`src/rtl/lit_pkg.sv`:
```
`timescale 1ns / 1ps
// Package for the local interrupt timer: command codes, register offsets,
// transaction types and the divide-configuration decode. No dependencies.
package lit_pkg;

    localparam int COUNT_WIDTH_DEF = 32;
    localparam int PSC_WIDTH       = 7;
    localparam int LIM_WIDTH       = PSC_WIDTH + 1;

    typedef enum logic [1:0] {
        CMD_TICK  = 2'd0,
        CMD_WRITE = 2'd1,
        CMD_READ  = 2'd2
    } cmd_t;

    localparam logic [11:0] OFF_SPURIOUS = 12'h0f0;
    localparam logic [11:0] OFF_TIMER    = 12'h320;
    localparam logic [11:0] OFF_INITIAL  = 12'h380;
    localparam logic [11:0] OFF_CURRENT  = 12'h390;
    localparam logic [11:0] OFF_DIVIDE   = 12'h3e0;

    localparam int ENTRY_MASK_BIT     = 16;
    localparam int ENTRY_PERIODIC_BIT = 17;
    localparam int SPUR_ENABLE_BIT    = 8;
    localparam logic [3:0] DIV_BITS   = 4'hb;
    localparam logic [8:0] SPUR_RESET = 9'h0ff;

    typedef struct packed {
        logic [1:0]  command;
        logic [11:0] reg_offset;
        logic [31:0] write_data;
    } item_t;

    typedef struct packed {
        logic [31:0] read_data;
        logic        irq_valid;
        logic [7:0]  irq_vector;
    } result_t;

    // Prescale limit: bits 3,1,0 select /2 .. /128, all ones selects /1.
    function automatic logic [LIM_WIDTH-1:0] div_limit(input logic [3:0] d);
        logic [2:0] sel;
        sel = {d[3], d[1:0]};
        if (sel == 3'b111) begin
            return LIM_WIDTH'(1);
        end
        return LIM_WIDTH'(LIM_WIDTH'(2) << sel);
    endfunction

endpackage

```
`src/rtl/local_interrupt_timer.sv`:
```
`timescale 1ns / 1ps
// Local interrupt timer top level: input register, timer core, result register.
// Ticks, writes and reads interleave freely.
// Throughput: one transaction per cycle while the m_ side does not stall.
// The input stage advances whenever the result register is empty or being drained.
// Reset (aresetn low, synchronous): both stages empty, timer masked and one-shot,
// counts and divide zero, unit disabled with spurious vector 0xff.
module local_interrupt_timer #(
    parameter int COUNT_WIDTH = lit_pkg::COUNT_WIDTH_DEF
) (
    input  logic        aclk,
    input  logic        aresetn,
    input  logic        s_valid,
    output logic        s_ready,
    input  logic [1:0]  s_command,
    input  logic [11:0] s_reg_offset,
    input  logic [31:0] s_write_data,
    output logic        m_valid,
    input  logic        m_ready,
    output logic [31:0] m_read_data,
    output logic        m_irq_valid,
    output logic [7:0]  m_irq_vector
);

    // Input stage: holds one accepted transaction until the core processes it.
    logic              in_valid_reg;
    lit_pkg::item_t    in_item_reg;
    // Result stage: holds one finished result until the sink takes it.
    logic              out_valid_reg;
    lit_pkg::result_t  out_res_reg;
    lit_pkg::result_t  core_res;
    logic              out_free;
    logic              advance;

    // Result register can take a new value when empty or drained this cycle.
    assign out_free = !out_valid_reg || m_ready;
    // Process the staged transaction: state updates and result load together.
    assign advance  = in_valid_reg && out_free;
    // Accept a new transaction whenever the input stage empties this cycle.
    assign s_ready  = !in_valid_reg || out_free;

    lit_regs #(
        .COUNT_WIDTH(COUNT_WIDTH)
    ) u_regs (
        .aclk   (aclk),
        .aresetn(aresetn),
        .en     (advance),
        .item   (in_item_reg),
        .result (core_res)
    );

    always_ff @(posedge aclk) begin
        if (!aresetn) begin
            in_valid_reg <= 1'b0;
        end else if (s_ready) begin
            in_valid_reg <= s_valid;
        end
    end

    // Payload needs no reset; load on acceptance only.
    always_ff @(posedge aclk) begin
        if (s_valid && s_ready) begin
            in_item_reg.command    <= s_command;
            in_item_reg.reg_offset <= s_reg_offset;
            in_item_reg.write_data <= s_write_data;
        end
    end

    always_ff @(posedge aclk) begin
        if (!aresetn) begin
            out_valid_reg <= 1'b0;
        end else if (out_free) begin
            out_valid_reg <= advance;
        end
    end

    always_ff @(posedge aclk) begin
        if (advance) begin
            out_res_reg <= core_res;
        end
    end

    assign m_valid      = out_valid_reg;
    assign m_read_data  = out_res_reg.read_data;
    assign m_irq_valid  = out_res_reg.irq_valid;
    assign m_irq_vector = out_res_reg.irq_vector;

endmodule

```
`src/rtl/lit_regs.sv`:
```
`timescale 1ns / 1ps
// Timer state and register file of the local interrupt timer. Computes the
// result of one transaction and updates state when enabled. Uses lit_pkg.
module lit_regs #(
    parameter int COUNT_WIDTH = lit_pkg::COUNT_WIDTH_DEF
) (
    input  logic             aclk,
    input  logic             aresetn,
    input  logic             en,
    input  lit_pkg::item_t   item,
    output lit_pkg::result_t result
);

    logic [7:0]                     vec_reg, vec_next;
    logic                           mask_reg, mask_next;
    logic                           per_reg, per_next;
    logic [COUNT_WIDTH-1:0]         init_reg, init_next;
    logic [COUNT_WIDTH-1:0]         cur_reg, cur_next;
    logic [3:0]                     div_reg, div_next;
    logic [lit_pkg::PSC_WIDTH-1:0]  psc_reg, psc_next;
    logic [8:0]                     spur_reg, spur_next;
    logic [COUNT_WIDTH-1:0]         dec;
    logic [lit_pkg::LIM_WIDTH-1:0]  lim;

    assign lim = lit_pkg::div_limit(div_reg);
    assign dec = cur_reg - COUNT_WIDTH'(1);

    always_comb begin
        vec_next  = vec_reg;
        mask_next = mask_reg;
        per_next  = per_reg;
        init_next = init_reg;
        cur_next  = cur_reg;
        div_next  = div_reg;
        psc_next  = psc_reg;
        spur_next = spur_reg;
        result    = '0;
        case (item.command)
            lit_pkg::CMD_TICK: begin
                if (cur_reg != '0) begin
                    if ({1'b0, psc_reg} + lit_pkg::LIM_WIDTH'(1) >= lim) begin
                        psc_next = '0;
                        if (dec == '0) begin
                            cur_next = per_reg ? init_reg : '0;
                            if (!mask_reg && spur_reg[lit_pkg::SPUR_ENABLE_BIT]) begin
                                result.irq_valid  = 1'b1;
                                result.irq_vector = vec_reg;
                            end
                        end else begin
                            cur_next = dec;
                        end
                    end else begin
                        psc_next = psc_reg + lit_pkg::PSC_WIDTH'(1);
                    end
                end else begin
                    psc_next = '0;
                end
            end
            lit_pkg::CMD_WRITE: begin
                case (item.reg_offset)
                    lit_pkg::OFF_SPURIOUS: spur_next = item.write_data[8:0];
                    lit_pkg::OFF_TIMER: begin
                        vec_next  = item.write_data[7:0];
                        mask_next = item.write_data[lit_pkg::ENTRY_MASK_BIT];
                        per_next  = item.write_data[lit_pkg::ENTRY_PERIODIC_BIT];
                    end
                    lit_pkg::OFF_INITIAL: begin
                        init_next = item.write_data[COUNT_WIDTH-1:0];
                        cur_next  = item.write_data[COUNT_WIDTH-1:0];
                        psc_next  = '0;
                    end
                    lit_pkg::OFF_DIVIDE: div_next = item.write_data[3:0] & lit_pkg::DIV_BITS;
                    default: ;
                endcase
            end
            lit_pkg::CMD_READ: begin
                case (item.reg_offset)
                    lit_pkg::OFF_SPURIOUS: result.read_data = 32'(spur_reg);
                    lit_pkg::OFF_TIMER: begin
                        result.read_data = '0;
                        result.read_data[7:0] = vec_reg;
                        result.read_data[lit_pkg::ENTRY_MASK_BIT]     = mask_reg;
                        result.read_data[lit_pkg::ENTRY_PERIODIC_BIT] = per_reg;
                    end
                    lit_pkg::OFF_INITIAL: result.read_data = 32'(init_reg);
                    lit_pkg::OFF_CURRENT: result.read_data = 32'(cur_reg);
                    lit_pkg::OFF_DIVIDE:  result.read_data = 32'(div_reg);
                    default: ;
                endcase
            end
            default: ;
        endcase
    end

    always_ff @(posedge aclk) begin
        if (!aresetn) begin
            vec_reg  <= '0;
            mask_reg <= 1'b1;
            per_reg  <= 1'b0;
            init_reg <= '0;
            cur_reg  <= '0;
            div_reg  <= '0;
            psc_reg  <= '0;
            spur_reg <= lit_pkg::SPUR_RESET;
        end else if (en) begin
            vec_reg  <= vec_next;
            mask_reg <= mask_next;
            per_reg  <= per_next;
            init_reg <= init_next;
            cur_reg  <= cur_next;
            div_reg  <= div_next;
            psc_reg  <= psc_next;
            spur_reg <= spur_next;
        end
    end

endmodule

```
`config.mk`:
```
export PLATFORM = sky130hd
export DESIGN_NAME = local_interrupt_timer
export DESIGN_NICKNAME = d
export VERILOG_FILES = /design/src/rtl/lit_pkg.sv /design/src/rtl/local_interrupt_timer.sv /design/src/rtl/lit_regs.sv
export SDC_FILE = /design/constraint.sdc
export NUM_CORES = 1
export LEC_CHECK = 0
export ABC_AREA = 1
export BUFFER_PORTS_ARGS = -buffer_cell sky130_fd_sc_hd__buf_2
export CAP_MARGIN = 20
export CORE_UTILIZATION = 46
export DETAILED_ROUTE_END_ITERATION = 16
export MAX_ROUTING_LAYER = met4
export PLACE_DENSITY = 0.64
export SYNTH_ARGS = -nofsm -noshare
export SYNTH_HDL_FRONTEND = slang
export SYNTH_SLANG_ARGS = --single-unit
```
`constraint.sdc`:
```
create_clock -name aclk -period 2.9 [get_ports aclk]
set_input_delay 0.435 -clock aclk [delete_from_list [all_inputs] [get_ports aclk]]
set_output_delay 0.435 -clock aclk [all_outputs]
set_load 0.005 [all_outputs]
```
# [Word level (Yosys, flattened, before mapping)]
# Cells that the tools add are included.
# W data, S select, Z words.
[word_totals] output_inout_bits=43 register_bits=182 in_bits=50
[classes] n_lt_le_gt_ge=1 n_addsub=3 n_reduce_logical=20 shift=1 n_mux=15 n_eq_ne=11
[op_table] operator="$mux W32" n=5
[op_table] operator="$pmux W32 S5" n=1
[op_table] operator="$pmux W32 S2" n=1
[op_table] operator="$eq A12 B10 Y1 const B" n=4
[op_table] operator="$logic_not A32 Y1" n=1
[op_table] operator="$reduce_bool A32 Y1" n=1
[op_table] operator="$sub A32 B1 Y32 const B" n=1
[op_table] operator="$mux W7" n=3
[op_table] operator="$mux W8" n=2
[op_table] operator="$reduce_and A3 Y1" n=5
[op_table] operator="$pmux W7 S2" n=1
[op_table] operator="$eq A12 B8 Y1 const B" n=1
[op_table] operator="$reduce_and A5 Y1" n=2
[op_table] operator="$mux W9" n=1
[op_table] operator="$add A7 B1 Y8 const B" n=1
[op_table] operator="$ge A8 B8 Y1" n=1
[op_table] operator="$shl A2 B3 Y8 const A" n=1
[op_table] operator="$add A7 B1 Y7 const B" n=1
[op_table] operator="$ne A2 B1 Y1 const B" n=3
[op_table] operator="$reduce_and A4 Y1" n=1
[op_table] operator="$eq A3 B3 Y1 const B" n=1
[op_table] operator="$logic_and A1 B1 Y1" n=3
[op_table] operator="$logic_not A1 Y1" n=3
[op_table] operator="$eq A2 B1 Y1 const B" n=1
[op_table] operator="5 further kinds" n=6

# [Logic depth before layout (Yosys ltp)]
# Gate-level depths: netlist of the first run.
[logic_depth] word_depth=7 ltp_mapped=17 mapped_depth_nobuf=16

# [Cells and area by module]
# Synthesis of the first run repeated with hierarchy kept, for this count alone.
[hier_totals] hier_cells=1171 area_unflattened_um2=9195.1
[by_module_without_submodules] mod="lit_regs" area_each_um2=6487.5 instances=1 cells_per_inst=1071
[by_module_without_submodules] mod="local_interrupt_timer" area_each_um2=2707.6 instances=1 cells_per_inst=100

# [Least setup slack after synthesis of the first run]
# OpenSTA, ideal clock, no wires.
[synth_path] kind="register to register" start="register u_regs.psc_reg[0] (netlist name)" end="register u_regs.cur_reg[30]" t_required_ps=2833 synth_period_minus_slack_ps=2470 setup_ps=67 path_buffers=1 path_stages_with_launch=17 setup_slack_ps=430 arrival_ps=2404 cell_sequence="dfxtp_1 -> ha_1 -> nand3_1 -> nand3b_1 -> xor2_1 -> ha_1 -> nand2_1 -> nor2_1 -> nand4_1 -> o2111ai_1 -> nand2_1 -> nand2_1 -> nand2_1 -> inv_2 -> clkbuf_1 -> o21ai_0 -> a21oi_2"
[synth_between] elab_chain_len=4
[synth_rtl] item="start: declaration" line="lit_regs.sv:20" rtl="logic [lit_pkg::PSC_WIDTH-1:0] psc_reg, psc_next;"
[synth_rtl] item="start signal: assignment" line="lit_regs.sv:112" rtl="psc_reg <= psc_next;"
[synth_rtl] item="$add A7 B1 Y8" line="lit_regs.sv:41" rtl="if ({1'b0, psc_reg} + lit_pkg::LIM_WIDTH'(1) >= lim) begin"
[synth_rtl] item="$ge A8 B8 Y1" line="lit_regs.sv:41"
[synth_rtl] item="$ne A2 B1 Y1 (no source line)"
[synth_rtl] item="$reduce_and A5 Y1 (no source line)"
[synth_rtl] item="end signal: assignment" line="lit_regs.sv:110" rtl="cur_reg <= cur_next;"
[synth_rtl] item="end: declaration" line="lit_regs.sv:18" rtl="logic [COUNT_WIDTH-1:0] cur_reg, cur_next;"
# No other way between the ends.
# A chain may end at the register's enable or synchronous reset.

# [Worst setup path after layout of the first run]
[layout_path] start="register u_regs.cur_reg[0]" end="register u_regs.cur_reg[23]"
[layout_between] elab_chain_len=6
[layout_rtl] item="$sub A32 B1 Y32" line="lit_regs.sv:26" rtl="assign dec = cur_reg - COUNT_WIDTH'(1);"
[layout_rtl] item="$logic_not A32 Y1" line="lit_regs.sv:43" rtl="if (dec == '0) begin"
[layout_rtl] item="$mux W32" line="lit_regs.sv:43"
[layout_rtl] item="$mux W32" line="lit_regs.sv:41"
[layout_rtl] item="$mux W32" line="lit_regs.sv:40" rtl="if (cur_reg != '0) begin"
[layout_rtl] item="$pmux W32 S2" line="lit_regs.sv:38" rtl="case (item.command)"
# Parallel ways exist; a longest one is shown, timed or not. The select of a mux whose other input is x is not followed.

==> results of run 1 <==
cell usage after synthesis, drive strengths merged:
| cell | n | share of area |
|---|---|---|
| nand4 | 15 | 0.010 |
| a21oi | 139 | 0.083 |
| dfxtp | 95 | 0.19 |
| clkinv | 3 | 0.0011 |
| o22ai | 10 | 0.0064 |
| a221oi | 6 | 0.0054 |
| xnor2 | 1 | 0.00089 |
| o2111ai | 1 | 0.00089 |
| xor2 | 6 | 0.0054 |
| nor2 | 134 | 0.065 |
| nand2 | 257 | 0.11 |
| nand3 | 118 | 0.093 |
| a21boi | 1 | 0.00077 |
| o21ai | 78 | 0.040 |
| nor3 | 10 | 0.0063 |
| and2 | 2 | 0.0013 |
| ha | 11 | 0.014 |
| nand3b | 5 | 0.0038 |
| edfxtp | 87 | 0.27 |
| a211oi | 12 | 0.0092 |
| inv | 134 | 0.051 |
| nor3b | 1 | 0.00077 |
| nor4 | 2 | 0.0013 |
| clkbuf | 38 | 0.015 |
| buf | 14 | 0.013 |
per-stage QoR:
step	cell area, µm²	hold slack [ns]	util
after global routing	11300	0.131	0.540
after detailed placement	10600	0.444	0.507
final	11300	0.149	0.540
after floorplan	9790	0.429	-
after CTS	11300	0.138	0.538
after global placement	10600	0.437	0.507
critical path: cells and delay by family (launching register included):
kind	cells	cell delay [ns]
AO/OA/AOI/OAI	1	0.06
adder cells (fa/ha/maj)	1	0.24
buffers and inverters	3	0.59
flip-flops	1	0.35
AND/OR/NAND/NOR	10	1.27
placed cells by master (no fill, tap or decap), types with 2 or more instances in the layout:
cell type	count
sky130_fd_sc_hd__nand2_1	210
sky130_fd_sc_hd__inv_1	126
sky130_fd_sc_hd__a21oi_1	109
sky130_fd_sc_hd__nor2_1	107
sky130_fd_sc_hd__dfxtp_1	94
sky130_fd_sc_hd__buf_2	92
sky130_fd_sc_hd__edfxtp_1	87
sky130_fd_sc_hd__o21ai_0	71
sky130_fd_sc_hd__nand3_2	61
sky130_fd_sc_hd__nand3_1	56
sky130_fd_sc_hd__nand2_2	45
sky130_fd_sc_hd__a21oi_2	30
sky130_fd_sc_hd__buf_4	29
sky130_fd_sc_hd__clkbuf_16	17
sky130_fd_sc_hd__nor2_2	16
sky130_fd_sc_hd__nand4_1	14
sky130_fd_sc_hd__a211oi_1	12
sky130_fd_sc_hd__ha_1	11
sky130_fd_sc_hd__o22ai_1	10
sky130_fd_sc_hd__nor3_1	9
sky130_fd_sc_hd__nor2_4	9
sky130_fd_sc_hd__xor2_1	6
sky130_fd_sc_hd__inv_2	6
sky130_fd_sc_hd__o21ai_1	6
sky130_fd_sc_hd__a221oi_1	6
sky130_fd_sc_hd__clkinv_8	6
sky130_fd_sc_hd__clkinv_1	5
sky130_fd_sc_hd__nand3b_1	5
sky130_fd_sc_hd__buf_12	5
sky130_fd_sc_hd__inv_8	3
sky130_fd_sc_hd__nor4_1	2
sky130_fd_sc_hd__nand2_4	2
sky130_fd_sc_hd__and2_1	2
sky130_fd_sc_hd__nor2_8	2
sky130_fd_sc_hd__inv_6	2
sky130_fd_sc_hd__inv_12	2
worst max-delay path by stage:
| stage | start | endpoint | slack, ns | depth (start not counted) |
|---|---|---|---|---|
| 5_1_grt | u_regs.cur_reg[0]$_SDFFE_PN0P_ | u_regs.cur_reg[23]$_SDFFE_PN0P_ | 0.01 | 16 |
| 2_1_floorplan | u_regs.psc_reg[0]$_SDFFE_PN0P_ | u_regs.cur_reg[30]$_SDFFE_PN0P_ | 0.43 | 16 |
| 6_report | u_regs.cur_reg[0]$_SDFFE_PN0P_ | u_regs.cur_reg[23]$_SDFFE_PN0P_ | 0.25 | 15 |
| 4_1_cts | u_regs.psc_reg[0]$_SDFFE_PN0P_ | m_irq_vector[0]$_SDFFCE_PN0P_ | 0.15 | 13 |
| 3_3_place_gp | u_regs.psc_reg[0]$_SDFFE_PN0P_ | m_irq_vector[0]$_SDFFCE_PN0P_ | 0.21 | 13 |
| 3_5_place_dp | u_regs.psc_reg[0]$_SDFFE_PN0P_ | m_irq_vector[0]$_SDFFCE_PN0P_ | 0.16 | 13 |
routing by layer:
layer | wire length, µm | up-vias
met5 | 0 | -
met4 | 805 | 0
met3 | 1070 | 50
met2 | 12700 | 230
met1 | 11800 | 3911
li1 | - | 4139
power by group:
part,internal (W),leakage (nW),total (W),switching [W]
combinational,0.000364,2.58,0.00107,0.000702
clock,0.00127,0.311,0.00251,0.00124
sequential,0.00277,1.61,0.00283,0.0000638
total,0.00440,4.51,0.00641,0.00201
layout make-up:
type | count | area share
multi-input combinational | 809 | 0.398
clock buffer | 17 | 0.0376
tap | 275 | 0.0304
sequential | 182 | 0.399
inverter | 137 | 0.0454
clock inverter | 15 | 0.0195
timing repair buffer | 127 | 0.0698
kinds of logic after synthesis:
family,after synthesis
and+or+nand+nor,544
DFF,182
adders and majority gates,11
AOI/OAI and AO/OA,247
buffers and inverters,189
xor gates and xnor gates,7
repair_timing:
item	in CTS	in global routing
gates resized for setup	0	3
endpoints found under the hold margin	0	0
setup endpoints to repair	0	26
setup buffers	0	3
==> run_summary.xml, run 1 <==
<?xml version="1.0" encoding="UTF-8"?>
<metrics>
  <group name="yosys">
    <metric name="seq_area_frac_synth" unit="">0.461</metric>
    <metric name="synthesis.nets" unit="">1241</metric>
    <metric name="synth_cell_types" unit="">41</metric>
    <metric name="yosys.area_share.xor_xnor" unit="">0.00626</metric>
    <metric name="yosys.area_share.simple" unit="">0.293</metric>
    <metric name="synth.area.mux_share" unit="">0</metric>
    <metric name="main_combinational_cell_family_by_area_after_synthesis" unit="">simple AND/OR/NAND/NOR gates</metric>
    <metric name="synth_compound_area_frac" unit="">0.145</metric>
    <metric name="ys_warn_count" unit="">0</metric>
    <metric name="synth_adder_area_share" unit="">0.0141</metric>
    <metric name="syn-cell-area" unit="mm²">0.00979</metric>
    <metric name="postSynthAreaPerCell" unit="µm²">8.30</metric>
    <metric name="synthCells" unit="">1180</metric>
    <metric name="synth.ff_latch_count" unit="">182</metric>
  </group>
  <group name="clock_network">
    <metric name="clockRootBuffer" unit="">sky130_fd_sc_hd__clkbuf_16</metric>
    <metric name="cts_hold_repair.buffers" unit="">0</metric>
    <metric name="cts_made_buffers" unit="">17</metric>
    <metric name="cts.sink_count" unit="">182</metric>
    <metric name="cts_tree" unit="">built</metric>
    <metric name="h_tree_lvls" unit="">4</metric>
    <metric name="ctsLongestPathBuffers" unit="">2</metric>
    <metric name="clock_latency" unit="ns">0.45</metric>
    <metric name="clk_pin_slew" unit="ns">0.09</metric>
  </group>
  <group name="sta">
    <metric name="drv_slew" unit="">0</metric>
    <metric name="maxClockFrequency" unit="MHz">378</metric>
    <metric name="rsz0062_at_grt" unit="">false</metric>
    <metric name="max_slew.worst_pin.slew" unit="ns">0.837</metric>
    <metric name="final_setup_fails" unit="">0</metric>
    <metric name="timing.final.ws_setup" unit="ns">0.251</metric>
    <metric name="tns" unit="ns">0</metric>
    <metric name="final_period_minus_worst_setup_slack" unit="ns">2.65</metric>
    <metric name="final-hold-violation-count" unit="">0</metric>
    <metric name="finClkSkew" unit="ns">0.0173</metric>
    <metric name="slew_headroom" unit="">0.441</metric>
    <metric name="final_min_period_over_clock_period" unit="">0.913</metric>
  </group>
  <group name="placement">
    <metric name="gp_routability_congestion" unit="">0.980</metric>
    <metric name="number_of_cells_in_the_design_after_placement" unit="">1527</metric>
    <metric name="placement.io_buffers" unit="">92</metric>
    <metric name="preCtsSetupSlack" unit="ns">0.159</metric>
    <metric name="dp_hpwl" unit="mm">18.3</metric>
  </group>
  <group name="global_route">
    <metric name="grt_pass1_wl" unit="mm">42.2</metric>
    <metric name="grt_pass1_vias" unit="">8018</metric>
    <metric name="grtUsageMet3" unit="">0.0398</metric>
    <metric name="top_usage_layer" unit="">met2</metric>
    <metric name="grt.total_usage" unit="">0.257</metric>
    <metric name="grt_max_degree" unit="">74</metric>
    <metric name="globalRouteMet1Util" unit="">0.312</metric>
    <metric name="met2_usage" unit="">0.432</metric>
    <metric name="grt_antenna_before_repair" unit="">0</metric>
    <metric name="global_route.overflow_total" unit="">0</metric>
  </group>
  <group name="critical_path">
    <metric name="cp_max_fo" unit="">14</metric>
    <metric name="r2r_setup_slack" unit="ns">0.25</metric>
    <metric name="crit_path_top_delay_cell" unit="">sky130_fd_sc_hd__dfxtp_1</metric>
    <metric name="crit-reg2reg-launch" unit="">u_regs.cur_reg[0]$_SDFFE_PN0P_</metric>
    <metric name="critical_path.endpoint_type" unit="">register</metric>
    <metric name="r2r.worst_path.cells" unit="">15</metric>
    <metric name="crit_arrival" unit="ns">2.99</metric>
    <metric name="worstSetupStartpointType" unit="">register</metric>
    <metric name="crit_top_cell" unit="">sky130_fd_sc_hd__nand3_2</metric>
    <metric name="crit_path_max_incr_delay" unit="ns">0.35</metric>
    <metric name="crit_required" unit="ns">3.24</metric>
    <metric name="criticalPathCategory" unit="">reg2reg</metric>
    <metric name="critical_path_cell_by_cell" unit="">inv_1 &gt; ha_1 &gt; nand3_1 &gt; buf_4 &gt; nor2_1 &gt; nand3_1 &gt; nand2_1 &gt; nand2_1 &gt; nor2_1 &gt; nand3_2 &gt; nor2_8 &gt; buf_4 &gt; nand3_2 &gt; nand3_2 &gt; a21oi_2</metric>
    <metric name="rr_endpoint" unit="">u_regs.cur_reg[23]$_SDFFE_PN0P_</metric>
  </group>
  <group name="drt">
    <metric name="vias" unit="">8330</metric>
    <metric name="initialDrtViolationCount" unit="">652</metric>
    <metric name="avgViaCountPerCell" unit="">5.33</metric>
    <metric name="drc" unit="">0</metric>
    <metric name="route.detailed.wl_per_inst" unit="µm">16.9</metric>
    <metric name="route.final.wire_length" unit="mm">26.4</metric>
    <metric name="ant_nets" unit="">0</metric>
    <metric name="detail_route.first_pass.iterations" unit="">5</metric>
  </group>
  <group name="final_layout">
    <metric name="flip_flop_count_of_the_largest_register_after_layout" unit="">46</metric>
    <metric name="fill_cells" unit="">2012</metric>
    <metric name="insertedDiodeCount" unit="">0</metric>
    <metric name="finish.net_count" unit="">1335</metric>
    <metric name="multi_input_comb_area" unit="mm²">0.00451</metric>
    <metric name="drive_above_1_share" unit="">0.260</metric>
    <metric name="seq_area" unit="mm²">0.00452</metric>
    <metric name="final_std_cells_w_o_fill" unit="">1562</metric>
    <metric name="areaGrowthSynthToFinish" unit="%">15.6</metric>
  </group>
  <group name="pwr">
    <metric name="p_leak" unit="nW">4.51</metric>
    <metric name="fin_total_pwr" unit="W">0.00641</metric>
    <metric name="worst_ir_drop_vdd" unit="µV">357</metric>
    <metric name="power.density" unit="mW/mm²">567</metric>
  </group>
  <group name="hold_path">
    <metric name="min-delay-path-class" unit="">in2reg</metric>
    <metric name="timing.hold.worst_path_depth" unit="">1</metric>
    <metric name="startpoint_of_the_most_critical_hold_path" unit="">s_write_data[16]</metric>
    <metric name="hold_end" unit="">in_item_reg[16]$_DFFE_PP_</metric>
  </group>
  <group name="die">
    <metric name="dieArea" unit="mm²">0.0219</metric>
    <metric name="fp-row-count" unit="">53</metric>
    <metric name="die_width" unit="µm">148</metric>
    <metric name="die_y" unit="µm">148</metric>
    <metric name="floorplan.initialDensity" unit="">0.467</metric>
    <metric name="core_area" unit="mm²">0.0210</metric>
    <metric name="floorplan.io_pins" unit="">93</metric>
  </group>
  <group name="outcome">
    <metric name="run_status" unit="">completed</metric>
  </group>
  <group name="job">
    <metric name="max_cap_viol_count" unit="">0</metric>
  </group>
</metrics>
(Power assumes the default switching activity.)
==> run 2, diff against run 1 <==
Settings changed: CELL_PAD_IN_SITES_DETAIL_PLACEMENT set to 0, CELL_PAD_IN_SITES_GLOBAL_PLACEMENT set to 1, CORE_UTILIZATION 46 to 45, PLACE_DENSITY 0.64 to 0.8.
==> run_summary.xml, run 2 (synthesis results as in run 1) <==
<?xml version="1.0" encoding="UTF-8"?>
<metrics>
  <group name="outcome">
    <metric name="run_status" unit="">completed</metric>
  </group>
  <group name="pwr">
    <metric name="power.density" unit="mW/mm²">552</metric>
    <metric name="p_leak" unit="nW">4.44</metric>
    <metric name="worst_ir_drop_vdd" unit="µV">294</metric>
  </group>
  <group name="final_layout">
    <metric name="final_common_cell" unit="">sky130_fd_sc_hd__nand2_1</metric>
    <metric name="layout_common_cells" unit="">210 x sky130_fd_sc_hd__nand2_1, 126 x sky130_fd_sc_hd__inv_1, 108 x sky130_fd_sc_hd__a21oi_1, 106 x sky130_fd_sc_hd__nor2_1, 94 x sky130_fd_sc_hd__dfxtp_1</metric>
    <metric name="flip_flop_count_of_the_largest_register_after_layout" unit="">46</metric>
    <metric name="areaGrowthSynthToFinish" unit="%">14.3</metric>
    <metric name="insertedDiodeCount" unit="">0</metric>
    <metric name="drive_above_1_share" unit="">0.256</metric>
    <metric name="finish.net_count" unit="">1327</metric>
    <metric name="final_std_cells_w_o_fill" unit="">1554</metric>
    <metric name="utilization" unit="">0.529</metric>
  </group>
  <group name="global_route">
    <metric name="grt.total_usage" unit="">0.251</metric>
    <metric name="grt_pass1_vias" unit="">7981</metric>
    <metric name="grt_max_degree" unit="">74</metric>
    <metric name="grt_pass1_wl" unit="mm">41.9</metric>
    <metric name="grt_antenna_before_repair" unit="">0</metric>
    <metric name="global_route.overflow_total" unit="">0</metric>
  </group>
  <group name="die">
    <metric name="die_width" unit="µm">150</metric>
    <metric name="dieArea" unit="mm²">0.0224</metric>
    <metric name="floorplan.io_pins" unit="">93</metric>
    <metric name="die_y" unit="µm">150</metric>
    <metric name="core_area" unit="mm²">0.0212</metric>
    <metric name="fp-row-count" unit="">53</metric>
    <metric name="floorplan.initialDensity" unit="">0.463</metric>
  </group>
  <group name="placement">
    <metric name="placement.io_buffers" unit="">92</metric>
    <metric name="preCtsSetupSlack" unit="ns">0.231</metric>
    <metric name="gp_routability_congestion" unit="">0.940</metric>
    <metric name="number_of_cells_in_the_design_after_placement" unit="">1522</metric>
    <metric name="dp_hpwl" unit="mm">18.3</metric>
  </group>
  <group name="sta">
    <metric name="final_min_period_over_clock_period" unit="">0.912</metric>
    <metric name="maxClockFrequency" unit="MHz">378</metric>
    <metric name="finClkSkew" unit="ns">0.0150</metric>
    <metric name="final_setup_fails" unit="">0</metric>
    <metric name="slew_headroom" unit="">0.464</metric>
    <metric name="rsz0062_at_grt" unit="">false</metric>
    <metric name="final_period_minus_worst_setup_slack" unit="ns">2.65</metric>
    <metric name="max_slew.worst_pin.slew" unit="ns">0.803</metric>
    <metric name="drv_slew" unit="">0</metric>
    <metric name="tns" unit="ns">0</metric>
    <metric name="timing.final.ws_setup" unit="ns">0.255</metric>
    <metric name="final-hold-violation-count" unit="">0</metric>
  </group>
  <group name="clock_network">
    <metric name="cts_made_buffers" unit="">17</metric>
    <metric name="cts.sink_count" unit="">182</metric>
    <metric name="clockRootBuffer" unit="">sky130_fd_sc_hd__clkbuf_16</metric>
    <metric name="clk_pin_slew" unit="ns">0.08</metric>
    <metric name="h_tree_lvls" unit="">4</metric>
    <metric name="clock_latency" unit="ns">0.44</metric>
    <metric name="cts_hold_repair.buffers" unit="">0</metric>
    <metric name="cts_tree" unit="">built</metric>
    <metric name="ctsLongestPathBuffers" unit="">2</metric>
  </group>
  <group name="critical_path">
    <metric name="crit_path_top_delay_cell" unit="">sky130_fd_sc_hd__dfxtp_1</metric>
    <metric name="crit_arrival" unit="ns">2.95</metric>
    <metric name="crit_required" unit="ns">3.20</metric>
    <metric name="crit_path_max_incr_delay" unit="ns">0.40</metric>
    <metric name="critPathTopFamily" unit="">simple AND/OR/NAND/NOR gates</metric>
    <metric name="critical_path.endpoint_type" unit="">register</metric>
    <metric name="r2r_setup_slack" unit="ns">0.25</metric>
    <metric name="worstSetupStartpointType" unit="">register</metric>
    <metric name="r2r.worst_path.cells" unit="">15</metric>
    <metric name="crit-reg2reg-launch" unit="">u_regs.cur_reg[0]$_SDFFE_PN0P_</metric>
    <metric name="critical_path_cell_by_cell" unit="">inv_1 &gt; ha_1 &gt; nand2_1 &gt; inv_1 &gt; nand2_1 &gt; nand2_1 &gt; inv_1 &gt; nand3_1 &gt; nor3_1 &gt; nand4_1 &gt; nor3_1 &gt; buf_4 &gt; nand4_2 &gt; buf_4 &gt; nor2_1</metric>
    <metric name="criticalPathCategory" unit="">reg2reg</metric>
    <metric name="rr_endpoint" unit="">m_irq_vector[5]$_SDFFCE_PN0P_</metric>
    <metric name="cp_max_fo" unit="">9</metric>
    <metric name="path_buf_inv" unit="">5</metric>
  </group>
  <group name="drt">
    <metric name="drc" unit="">0</metric>
    <metric name="route.detailed.wl_per_inst" unit="µm">16.5</metric>
    <metric name="avgViaCountPerCell" unit="">5.25</metric>
    <metric name="route.final.wire_length" unit="mm">25.7</metric>
    <metric name="vias" unit="">8159</metric>
    <metric name="ant_nets" unit="">0</metric>
    <metric name="detail_route.first_pass.iterations" unit="">5</metric>
    <metric name="initialDrtViolationCount" unit="">420</metric>
  </group>
  <group name="hold_path">
    <metric name="startpoint_of_the_most_critical_hold_path" unit="">s_write_data[4]</metric>
    <metric name="timing.hold.worst_path_depth" unit="">1</metric>
    <metric name="min-delay-path-class" unit="">in2reg</metric>
    <metric name="hold_end" unit="">in_item_reg[4]$_DFFE_PP_</metric>
  </group>
  <group name="job">
    <metric name="max_cap_viol_count" unit="">0</metric>
  </group>
</metrics>
run 2: cell types whose count changed in the layout (fill, tap and decap cells not counted), sizes merged:
| cell | before | now |
|---|---|---|
| buf | 127 | 119 |
| bufinv | 1 | 0 |
| clkbuf | 17 | 18 |
| clkinv | 12 | 13 |
| clkinvlp | 0 | 1 |
| inv | 139 | 137 |
run 2: power breakdown:
group / switching (W) / total [W] / internal (W)
registers: 0.0000634 / 0.00283 / 0.00277
logic: 0.000690 / 0.00103 / 0.000342
clock network: 0.00116 / 0.00232 / 0.00116
total: 0.00191 / 0.00618 / 0.00427
run 2: worst max-delay path by stage:
stage / startpoint / end / slack, ns / cells after the start
final: u_regs.cur_reg[0]$_SDFFE_PN0P_ / m_irq_vector[5]$_SDFFCE_PN0P_ / 0.25 / 15
after floorplan: u_regs.psc_reg[0]$_SDFFE_PN0P_ / u_regs.cur_reg[30]$_SDFFE_PN0P_ / 0.43 / 16
after global routing: u_regs.psc_reg[0]$_SDFFE_PN0P_ / u_regs.cur_reg[23]$_SDFFE_PN0P_ / 0.002 / 16
after detailed placement: u_regs.psc_reg[0]$_SDFFE_PN0P_ / u_regs.cur_reg[4]$_SDFFE_PN0P_ / 0.23 / 16
after global placement: u_regs.cur_reg[0]$_SDFFE_PN0P_ / u_regs.cur_reg[0]$_SDFFE_PN0P_ / 0.27 / 14
after CTS: u_regs.psc_reg[0]$_SDFFE_PN0P_ / u_regs.cur_reg[19]$_SDFFE_PN0P_ / 0.15 / 16
run 2: per-stage QoR:
| stage | power, W | hold slack [ns] | area [µm²] |
|---|---|---|---|
| final | 0.00618 | 0.158 | 11200 |
| after global routing | 0.00645 | 0.142 | 11200 |
| after global placement | 0.00392 | 0.438 | 10600 |
| after floorplan | 0.00364 | 0.429 | 9790 |
| after detailed placement | 0.00392 | 0.443 | 10600 |
| after CTS | 0.00623 | 0.144 | 11200 |
run 2: layout make-up:
cell class              count  area [µm²]
flip-flops and latches    182        4520
repair buffers            119         724
clock inverters            14         164
clock buffers              18         429
multi-input cells         809        4500
well taps                 275         344
fillers                  2058        9960
inverters                 137         514
run 2: routing by layer:
layer | vias up | share of wire | track usage
met4 | 0 | 0.017 | 0.0908
met1 | 3829 | 0.46 | 0.313
met5 | - | 0 | -
li1 | 4119 | - | -
met3 | 35 | 0.030 | 0.0341
met2 | 176 | 0.49 | 0.413
run 2: what timing repair did:
item | CTS | global route
endpoints found under the setup margin | 0 | 32
gates resized for setup | 0 | 6
buffers inserted | 0 | 0
